--- src/hdl/swde_fifo.sv ---
// Two-entry queue between front and back ends.
// Depends on nothing but its width parameter.
module swde_fifo #(
    parameter int unsigned DATA_BITS = 8
) (
    input  logic                 clk,
    input  logic                 rst_n,
    input  logic                 wr_en,
    input  logic [DATA_BITS-1:0] wr_data,
    input  logic                 rd_en,
    output logic [DATA_BITS-1:0] rd_data,
    output logic                 full,
    output logic                 empty
);

    logic [DATA_BITS-1:0] entry_reg [2];
    logic                 wr_ptr_reg;
    logic                 rd_ptr_reg;
    logic [1:0]           count_reg;
    logic [1:0]           count_next;

    assign full    = (count_reg == 2'd2);
    assign empty   = (count_reg == 2'd0);
    assign rd_data = entry_reg[rd_ptr_reg];

    always_comb
    begin
        count_next = count_reg;
        if (wr_en && !rd_en)
        begin
            count_next = count_reg + 2'd1;
        end
        else if (rd_en && !wr_en)
        begin
            count_next = count_reg - 2'd1;
        end
    end

    always_ff @(posedge clk or negedge rst_n)
    begin
        if (!rst_n)
        begin
            wr_ptr_reg <= 1'b0;
            rd_ptr_reg <= 1'b0;
            count_reg  <= 2'd0;
        end
        else
        begin
            count_reg <= count_next;
            if (wr_en)
            begin
                wr_ptr_reg <= !wr_ptr_reg;
            end
            if (rd_en)
            begin
                rd_ptr_reg <= !rd_ptr_reg;
            end
        end
    end

    always_ff @(posedge clk)
    begin
        if (wr_en)
        begin
            entry_reg[wr_ptr_reg] <= wr_data;
        end
    end

endmodule

--- config.mk ---
export PLATFORM = sky130hd
export DESIGN_NAME = swde_fifo
export DESIGN_NICKNAME = d
export VERILOG_FILES = /design/src/hdl/swde_fifo.sv
export SDC_FILE = /design/constraint.sdc
export NUM_CORES = 1
export LEC_CHECK = 0
export ABC_CLOCK_PERIOD_IN_PS = 1110
export BUFFER_PORTS_ARGS = -buffer_cell sky130_fd_sc_hd__buf_2
export CAP_MARGIN = 10
export CORE_ASPECT_RATIO = 0.8
export CORE_MARGIN = 5
export CORE_UTILIZATION = 43
export DETAILED_ROUTE_END_ITERATION = 8
export PLACE_DENSITY = 0.72
export SYNTH_ARGS = -nofsm -noshare
export SYNTH_HDL_FRONTEND = slang
export SYNTH_SLANG_ARGS = --single-unit
--- constraint.sdc ---
create_clock -name clk -period 1.11 [get_ports clk]
set_clock_uncertainty 0.05 [all_clocks]
set_input_delay 0.111 -clock clk [delete_from_list [all_inputs] [get_ports clk]]
set_output_delay 0.111 -clock clk [all_outputs]
set_load 0.03 [all_outputs]
==> impl_metrics.toml <==
[global_routing]
grt_usage = 0.118
grt_overflow_total = 0
grt_first_pass_wirelength_um = 2280
antenna_found_initial = 0
grt_max_degree = 12
grt_pass1_vias = 530

[critical_path]
worstReg2RegStart = "count_reg[0]"
crit_required_ns = 0.95
startpoint_type = "flip-flop"
cp_max_fo = 5
r2r_slack_ns = 0.04
r2r-end = "count_reg[1]"
crit_path_end_kind = "primary output"
path_class = "reg2out"
arrival_ns = 1.29
reg2reg_depth = 4

[drt]
drc = 0
wl_met1_um = 575
drt_iter0_markers = 3
top_layer_used = "met4"
wl_met2_um = 717
drt-total-wl_um = 1390
routed_via_density = 4.53
drtPass1Iterations = 2
wl_met3_um = 86
wire_per_inst_um = 12.9
postRouteAntennaNets = 0
vias = 489

[power]
internal_power_mw = 1.99
comb_power_share = 0.491
power_leakage_nw = 0.511
p_sw_frac = 0.330
peakVddDrop_uv = 1480
powerDensity_nw_per_um2 = 2490
seqPwrFrac = 0.374
clock_power_share = 0.134
p_sw_mw = 0.983
p_total_mw = 2.98

[timing]
period_needed_ns = 1.45
finalHoldViolCount = 0
slew_viol_final = 0
rsz0062_at_grt = "yes"
period_share = 1.31
clock.fmax_ghz = 0.688
tightestPinTransition_ns = 0.129
slew_headroom = 0.914
final.setup.worst_slack_ns = -0.343
setup_viol = 10

[yosys]
yosysTopAreaCell = "edfxtp_1"
synth_area_per_cell_um2 = 18.8
yosysSeqAreaShare = 0.753
yosys.area.top_type_share = 0.623
netlist_area_um2 = 771
ys_ff_latch = 20
ys_warn_count = 0
synth_area_leaders = "edfxtp_1 (62%), dfrtp_1 (13%), mux2_2 (12%), xor2_1 (4.5%), ha_1 (1.6%)"
syn_inst = 41
syn_nets = 54
synth_cell_types = 12

[placement]
post-place-ws_ns = -0.153
post-dp-hpwl_um = 904
port_buffers = 21
gp_congestion = 0.654

[outcome]
status = "finished, violations left"
violations = "setup timing"

[final_layout]
largest_reg_flops = 16
drive_gt1_frac = 0.535
layout.nets = 100
antenna_cells = 0
area.growth.synth_to_final_pct = 55.0

[clocking]
htreeDepth = 1
cts_tree = "done"
cts_made_buffers = 3
clock-sinks = 20
clkLatencyLatePin_ns = 0.29
clockRootBuffer = "clkbuf_4"
clkTransAtPathRegs_ns = 0.10
cts.path.max_buffers = 2

[worst_hold_path]
hp-class = "in2async"

[floorplan]
die_h_um = 47.9
std_cell_rows = 13
dieArea_um2 = 2740
ios = 22
core_area_um2 = 1660
start_util = 0.465
die_w_um = 57.3

[job]
maxCapViolCount = 0
logic make-up after synthesis:
family	count (synthesis)	synth area share
multiplexers	8	0.117
adder cells (fa/ha/maj)	1	0.0162
AND/OR/NAND/NOR	5	0.0374
XOR/XNOR	5	0.0568
flip-flops	20	0.753
buffers and inverters	2	0.0195
metrics by stage:
step | instances | setup TNS [ns] | utilization | area [um^2] | hold WS, ns
global route | 108 | -3.36 | 0.720 | 1190 | 0.0777
CTS | 108 | -2.81 | 0.713 | 1180 | 0.0794
finish | 108 | -2.80 | 0.720 | 1190 | 0.0894
global placement | 88 | -1.04 | 0.562 | 932 | -0.129
floorplan | 41 | 0 | - | 773 | -0.235
detailed placement | 88 | -1.16 | 0.562 | 932 | -0.130
critical path: stages (launching register included):
cell and delay [ns]:
dfrtp_2 0.43, buf_6 0.14, mux2_4 0.30, buf_6 0.14
synthesized netlist by cell type, drive strengths merged:
master	count
and2	1
and2b	1
buf	1
dfrtp	4
edfxtp	16
ha	1
inv	1
mux2	8
nor2	2
nor2b	1
xnor2	1
xor2	4
routing by layer:
| layer | vias to the layer above | global-route usage |
|---|---|---|
| li1 | 240 | - |
| met1 | 232 | 0.132 |
| met2 | 15 | 0.230 |
| met3 | 2 | 0.0431 |
| met4 | 0 | 0.0139 |
| met5 | - | 0 |
cells in the final DEF, fill, tap and decap left out, drive strengths merged:
master / Yosys / routed
nor2: 2 / 2
xnor2: 1 / 1
dfrtp: 4 / 4
and2b: 1 / 1
xor2: 4 / 4
dlygate4sd3: 0 / 11
ha: 1 / 1
and2: 1 / 1
inv: 1 / 1
edfxtp: 16 / 16
nor2b: 1 / 1
buf: 1 / 31
clkbuf: 0 / 4
mux2: 8 / 8
power groups by stage:
stage	combinational (mW)	sequential, mW	clock, mW
final	1.46	1.11	0.399
after detailed placement	0.965	1.18	0
after global routing	1.55	1.13	0.447
after CTS	1.44	1.11	0.410
after floorplan	0.745	1.10	0
after global placement	0.949	1.17	0
final cells by class:
| class | count | area [um^2] |
|---|---|---|
| Multi-Input combinational cell | 19 | 189 |
| Fill cell | 119 | 464 |
| Clock buffer | 4 | 36.3 |
| Sequential cell | 20 | 582 |
| Tap cell | 22 | 27.5 |
| Inverter | 1 | 3.75 |
| Timing Repair Buffer | 42 | 357 |
worst max-delay path by stage:
| stage | startpoint | endpoint | slack [ns] |
|---|---|---|---|
| CTS | rd_ptr_reg | rd_data[3] | -0.34 |
| finish | rd_ptr_reg | rd_data[2] | -0.34 |
| floorplan | wr_ptr_reg | entry_reg[0][0] | 0.06 |
| global placement | rd_ptr_reg | rd_data[2] | -0.14 |
| global route | rd_ptr_reg | rd_data[2] | -0.40 |
| detailed placement | rd_ptr_reg | rd_data[3] | -0.15 |
what timing repair did:
item                                    in CTS  in global routing
endpoints found under the hold margin       22                  0
hold buffers                                11                  0
buffers inserted                             5                  0
endpoints found under the setup margin      10                 11
resized for setup                           24                  3
Note: power is estimated with default switching activity, not from simulation.
