==> src/hdl/swde_pkg.sv <==
// Shared types and constants for the stereo width / delay enhancer.
// No dependencies; imported by swde_front, swde_back and the top level.
package swde_pkg;

    localparam int unsigned CFG_INDEX_BITS = 2;
    localparam int unsigned CFG_DATA_BITS  = 16;
    localparam int unsigned GAIN_BITS      = 16;
    localparam int unsigned DELAY_REG_BITS = 12;
    localparam int unsigned DELAY_REG_MAX  = 4095;

    localparam logic [CFG_INDEX_BITS-1:0] CFG_WIDTH_GAIN    = 2'd0;
    localparam logic [CFG_INDEX_BITS-1:0] CFG_DELAY_LEN     = 2'd1;
    localparam logic [CFG_INDEX_BITS-1:0] CFG_SURROUND_GAIN = 2'd2;

    localparam logic [GAIN_BITS-1:0]      GAIN_MAX            = 16'd32768;
    localparam logic [GAIN_BITS-1:0]      WIDTH_GAIN_RESET    = 16'd8192;
    localparam logic [GAIN_BITS-1:0]      SURROUND_GAIN_RESET = 16'd0;
    localparam logic [DELAY_REG_BITS-1:0] DELAY_LEN_RESET     = 12'd0;

    localparam int unsigned WIDTH_SHIFT    = 13;
    localparam int unsigned SURROUND_SHIFT = 15;

    typedef struct packed {
        logic                      surround;
        logic                      last;
        logic [GAIN_BITS-1:0]      wg;
        logic [GAIN_BITS-1:0]      sg;
        logic [DELAY_REG_BITS-1:0] delay;
    } desc_ctrl_t;

    localparam int unsigned CTRL_BITS = $bits(desc_ctrl_t);

    typedef struct packed {
        logic busy;
        logic out_load;
    } back_status_t;

    typedef enum logic [2:0] {
        ST_IDLE,
        ST_SIDES,
        ST_MEM,
        ST_SCALE,
        ST_OUT
    } back_state_t;

endpackage

==> src/hdl/swde_front.sv <==
// Front end: input handshake, gain/delay clamping, center and side differences.
// Depends on swde_pkg; feeds swde_fifo.
module swde_front #(
    parameter int unsigned SAMPLE_BITS = 24,
    parameter int unsigned DELAY_DEPTH = 4096
) (
    input  logic                                   push,
    output logic                                   full,
    input  logic signed [SAMPLE_BITS-1:0]          left_in,
    input  logic signed [SAMPLE_BITS-1:0]          right_in,
    input  logic                                   frame_last,
    input  logic [swde_pkg::GAIN_BITS-1:0]         width_gain,
    input  logic [swde_pkg::DELAY_REG_BITS-1:0]    delay_len,
    input  logic [swde_pkg::GAIN_BITS-1:0]         surround_gain,
    input  logic                                   fifo_full,
    output logic                                   fifo_push,
    output swde_pkg::desc_ctrl_t                   desc_ctrl,
    output logic signed [SAMPLE_BITS-1:0]          desc_c,
    output logic signed [SAMPLE_BITS:0]            desc_dl,
    output logic signed [SAMPLE_BITS:0]            desc_dr
);
    import swde_pkg::*;

    localparam int unsigned SB   = SAMPLE_BITS;
    localparam int unsigned DMAX = (DELAY_DEPTH - 1 > DELAY_REG_MAX) ?
                                   DELAY_REG_MAX : DELAY_DEPTH - 1;
    localparam logic [DELAY_REG_BITS-1:0] DMAX_R = DELAY_REG_BITS'(DMAX);

    logic signed [SB:0]   sum_lr;
    logic signed [SB:0]   half_lr;
    logic [GAIN_BITS-1:0] wg;
    logic [GAIN_BITS-1:0] sg;

    assign full      = fifo_full;
    assign fifo_push = push && !fifo_full;

    assign sum_lr  = (SB+1)'(left_in) + (SB+1)'(right_in);
    assign half_lr = sum_lr >>> 1;
    assign desc_c  = SB'(half_lr);
    assign desc_dl = (SB+1)'(left_in) - (SB+1)'(desc_c);
    assign desc_dr = (SB+1)'(right_in) - (SB+1)'(desc_c);

    assign wg = (width_gain > GAIN_MAX) ? GAIN_MAX : width_gain;
    assign sg = (surround_gain > GAIN_MAX) ? GAIN_MAX : surround_gain;

    always_comb
    begin
        desc_ctrl.surround = (sg != '0);
        desc_ctrl.last     = frame_last;
        desc_ctrl.wg       = wg;
        desc_ctrl.sg       = sg;
        desc_ctrl.delay    = (delay_len > DMAX_R) ? DMAX_R : delay_len;
    end

endmodule

==> config.mk <==
export PLATFORM = sky130hd
export DESIGN_NAME = swde_front
export DESIGN_NICKNAME = d
export VERILOG_FILES = /design/src/hdl/swde_pkg.sv /design/src/hdl/swde_front.sv
export SDC_FILE = /design/constraint.sdc
export NUM_CORES = 1
export LEC_CHECK = 0
export ABC_AREA = 1
export BUFFER_PORTS_ARGS = -buffer_cell sky130_fd_sc_hd__buf_2
export CORE_ASPECT_RATIO = 0.8
export CORE_MARGIN = 1.5
export CORE_UTILIZATION = 38
export DETAILED_ROUTE_END_ITERATION = 7
export PLACE_DENSITY = 0.77
export SLEW_MARGIN = 0
export SYNTH_ARGS = -nofsm -noshare
export SYNTH_HDL_FRONTEND = slang
export SYNTH_SLANG_ARGS = --single-unit
==> constraint.sdc <==
create_clock -name vclk -period 3.6
set_clock_uncertainty 0.1 [all_clocks]
set_input_delay 0.36 -clock vclk [all_inputs]
set_output_delay 0.36 -clock vclk [all_outputs]
set_load 0.05 [all_outputs]
==> results.cfg <==
[status]
run_status = complete, but fails checks
violations = negative setup slack

[finish]
multi_input_area_um2 = 5700
nClkBuffers = 0
design_area_um2 = 9420
antenna_cells = 0
ff_latch_area_um2 = 0
design.seq.count = 0
fillerInstances = 748
nets = 1432
syn_to_final_growth_pct = 102
final_layout_size_suffix_gt1_frac = 0.557

[critical_path]
path_max_fanout = 5
end_kind = output pin
cp.required_ns = 3.14
critPathKind = in2out
worstPathArrival_ns = 3.51
start_kind = primary input

[global_route]
track_usage = 0.298
grt_pass1_vias = 6824
grt_pass1_wl_um = 31500
antenna_found_initial = 0
grt_start_max_net_pins = 16
grt-ovfl-total = 0

[timing]
rsz0062_at_grt = yes
tns_ns = -5.93
fin_ws_ns = -0.373
period_needed_ns = 3.97
hold_viol = 0
fmax_mhz = 252
worst_pin_slew_ns = 1.13
slew_headroom = 0.242
finalMaxSlewViolations = 0
hold-worst-slack_ns = 0.620
setup_viol = 29
fin_crit_sh = 1.10

[logic_synthesis]
syn_nets = 1047
yosysTopAreaCell = nand2_1
synth_area_leaders = nand2_1 (22%), ha_1 (15%), inv_1 (13%), nand3_1 (7.8%), nor2_1 (7.1%)
yosys.area.top_type_share = 0.217
syn_inst = 892
synth.cell_area_um2 = 4670
synth.avg_cell_area_um2 = 5.24
yosys-top-cells-count = nand2_1 (270), inv_1 (165), nor2_1 (88)
ys_types = 38
ys_seq_area_frac = 0
yosysMostFrequentCell = nand2_1
ys_warn_count = 0

[power]
leakage_uw = 0.00512
switching_share = 0.618
ir_drop_v = 0.000638
switchingPower_uw = 3140
pwr-share-seq = 0
p_per_area_nw_per_um2 = 539
p_clk_frac = 0
internal-power_uw = 1940
p_comb_frac = 1.000

[clock_tree]
hold_buffers = 0

[route]
vias = 8079
ant_nets = 0
drc = 0
drt-vias-per-instance = 5.66
dr.pass1.iters = 6
wl_per_cell_um = 18.1
routed_wl_um = 25800
drt-initial-drc-count = 907

[placement]
portBuffers = 191
dp_hpwl_um = 15400
postPlaceCellArea_um2 = 7940
place_congestion = 0.947

[floorplan]
floorplan.initialDensity = 0.387
rows = 36
chipHeight_um = 102
die_area_um2 = 13000
die-width_um = 127
core_um2 = 12100
io-pin-count = 217

[min_path]
hp-class = in2out

[job]
max_cap_violations = 0
==> final timing paths <==
kind / to / from / cells after the start
min: desc_ctrl[9] / delay_len[9] / 0
max: desc_dr[24] / left_in[9] / 24
==> per-stage QoR <==
stage,utilization,std cells,setup WS (ns),power (uW)
2_1_floorplan,-,892,-0.187,2890
5_1_grt,0.780,1427,-0.444,5290
3_5_place_dp,0.657,1396,-0.269,4040
4_1_cts,0.706,1410,-0.0662,4400
6_report,0.780,1427,-0.373,5080
3_3_place_gp,0.657,1396,-0.196,3980
==> logic make-up (layout without fill, tap and decap cells) <==
kind of cell,after synthesis,count (layout),share of synthesized area
adders and majority gates,60,60,0.166
AOI/OAI and AO/OA,78,78,0.0975
xor gates and xnor gates,49,49,0.0919
and+or+nand+nor,516,516,0.492
buffers and inverters,189,572,0.153
==> power by group through the flow <==
stage          combinational, uW  sequential, uW  clock, uW
4_1_cts                     4400               0          0
5_1_grt                     5290               0          0
3_5_place_dp                4040               0          0
2_1_floorplan               2890               0          0
3_3_place_gp                3980               0          0
6_report                    5080               0          0
==> final cells by class <==
| cell class | count | area share |
|---|---|---|
| inverter | 171 | 0.0687 |
| multi-input combinational | 703 | 0.605 |
| tap | 152 | 0.0202 |
| timing repair buffer | 401 | 0.306 |
==> layer usage <==
metal	vias up	GRT usage	part of all wire
li1	3537	-	-
met1	3622	0.388	0.37
met2	700	0.523	0.45
met3	220	0.0356	0.12
met4	0	0.0830	0.064
met5	-	0	0
==> cells in the final DEF (no fill, tap or decap), types with 24 or more instances in the layout <==
cell type  count
nand2_4       40
ha_4          35
nand3_2       24
nor2_1        80
nand2_1      174
inv_1        148
a21oi_2       26
buf_2        153
buf_6         32
buf_4        199
nand2_2       92
nand3_1       52
==> worst max-delay path, cell delays in order <==
cell and delay [ns]:
buf_2 0.14, ha_4 0.28, nand2_1 0.21, nand2_1 0.20
nand2_1 0.10, nand2_1 0.06, inv_1 0.08, nand2_1 0.06
nand2_1 0.12, nand3_2 0.12, nand3_1 0.11, nand2_1 0.07
nand2_2 0.10, a22oi_1 0.08, buf_4 0.17, ha_1 0.34
nand2_1 0.10, nor2_2 0.19, buf_4 0.15, nand3_2 0.09
nand2_2 0.08, nand2_2 0.06, nand2_4 0.06, buf_8 0.14
==> what timing repair did <==
item / in CTS / in global routing
pin swaps: 41 / 92
resized for setup: 119 / 179
setup buffers: 14 / 19
setup endpoints to repair: 28 / 30
(Power assumes the default switching activity.)
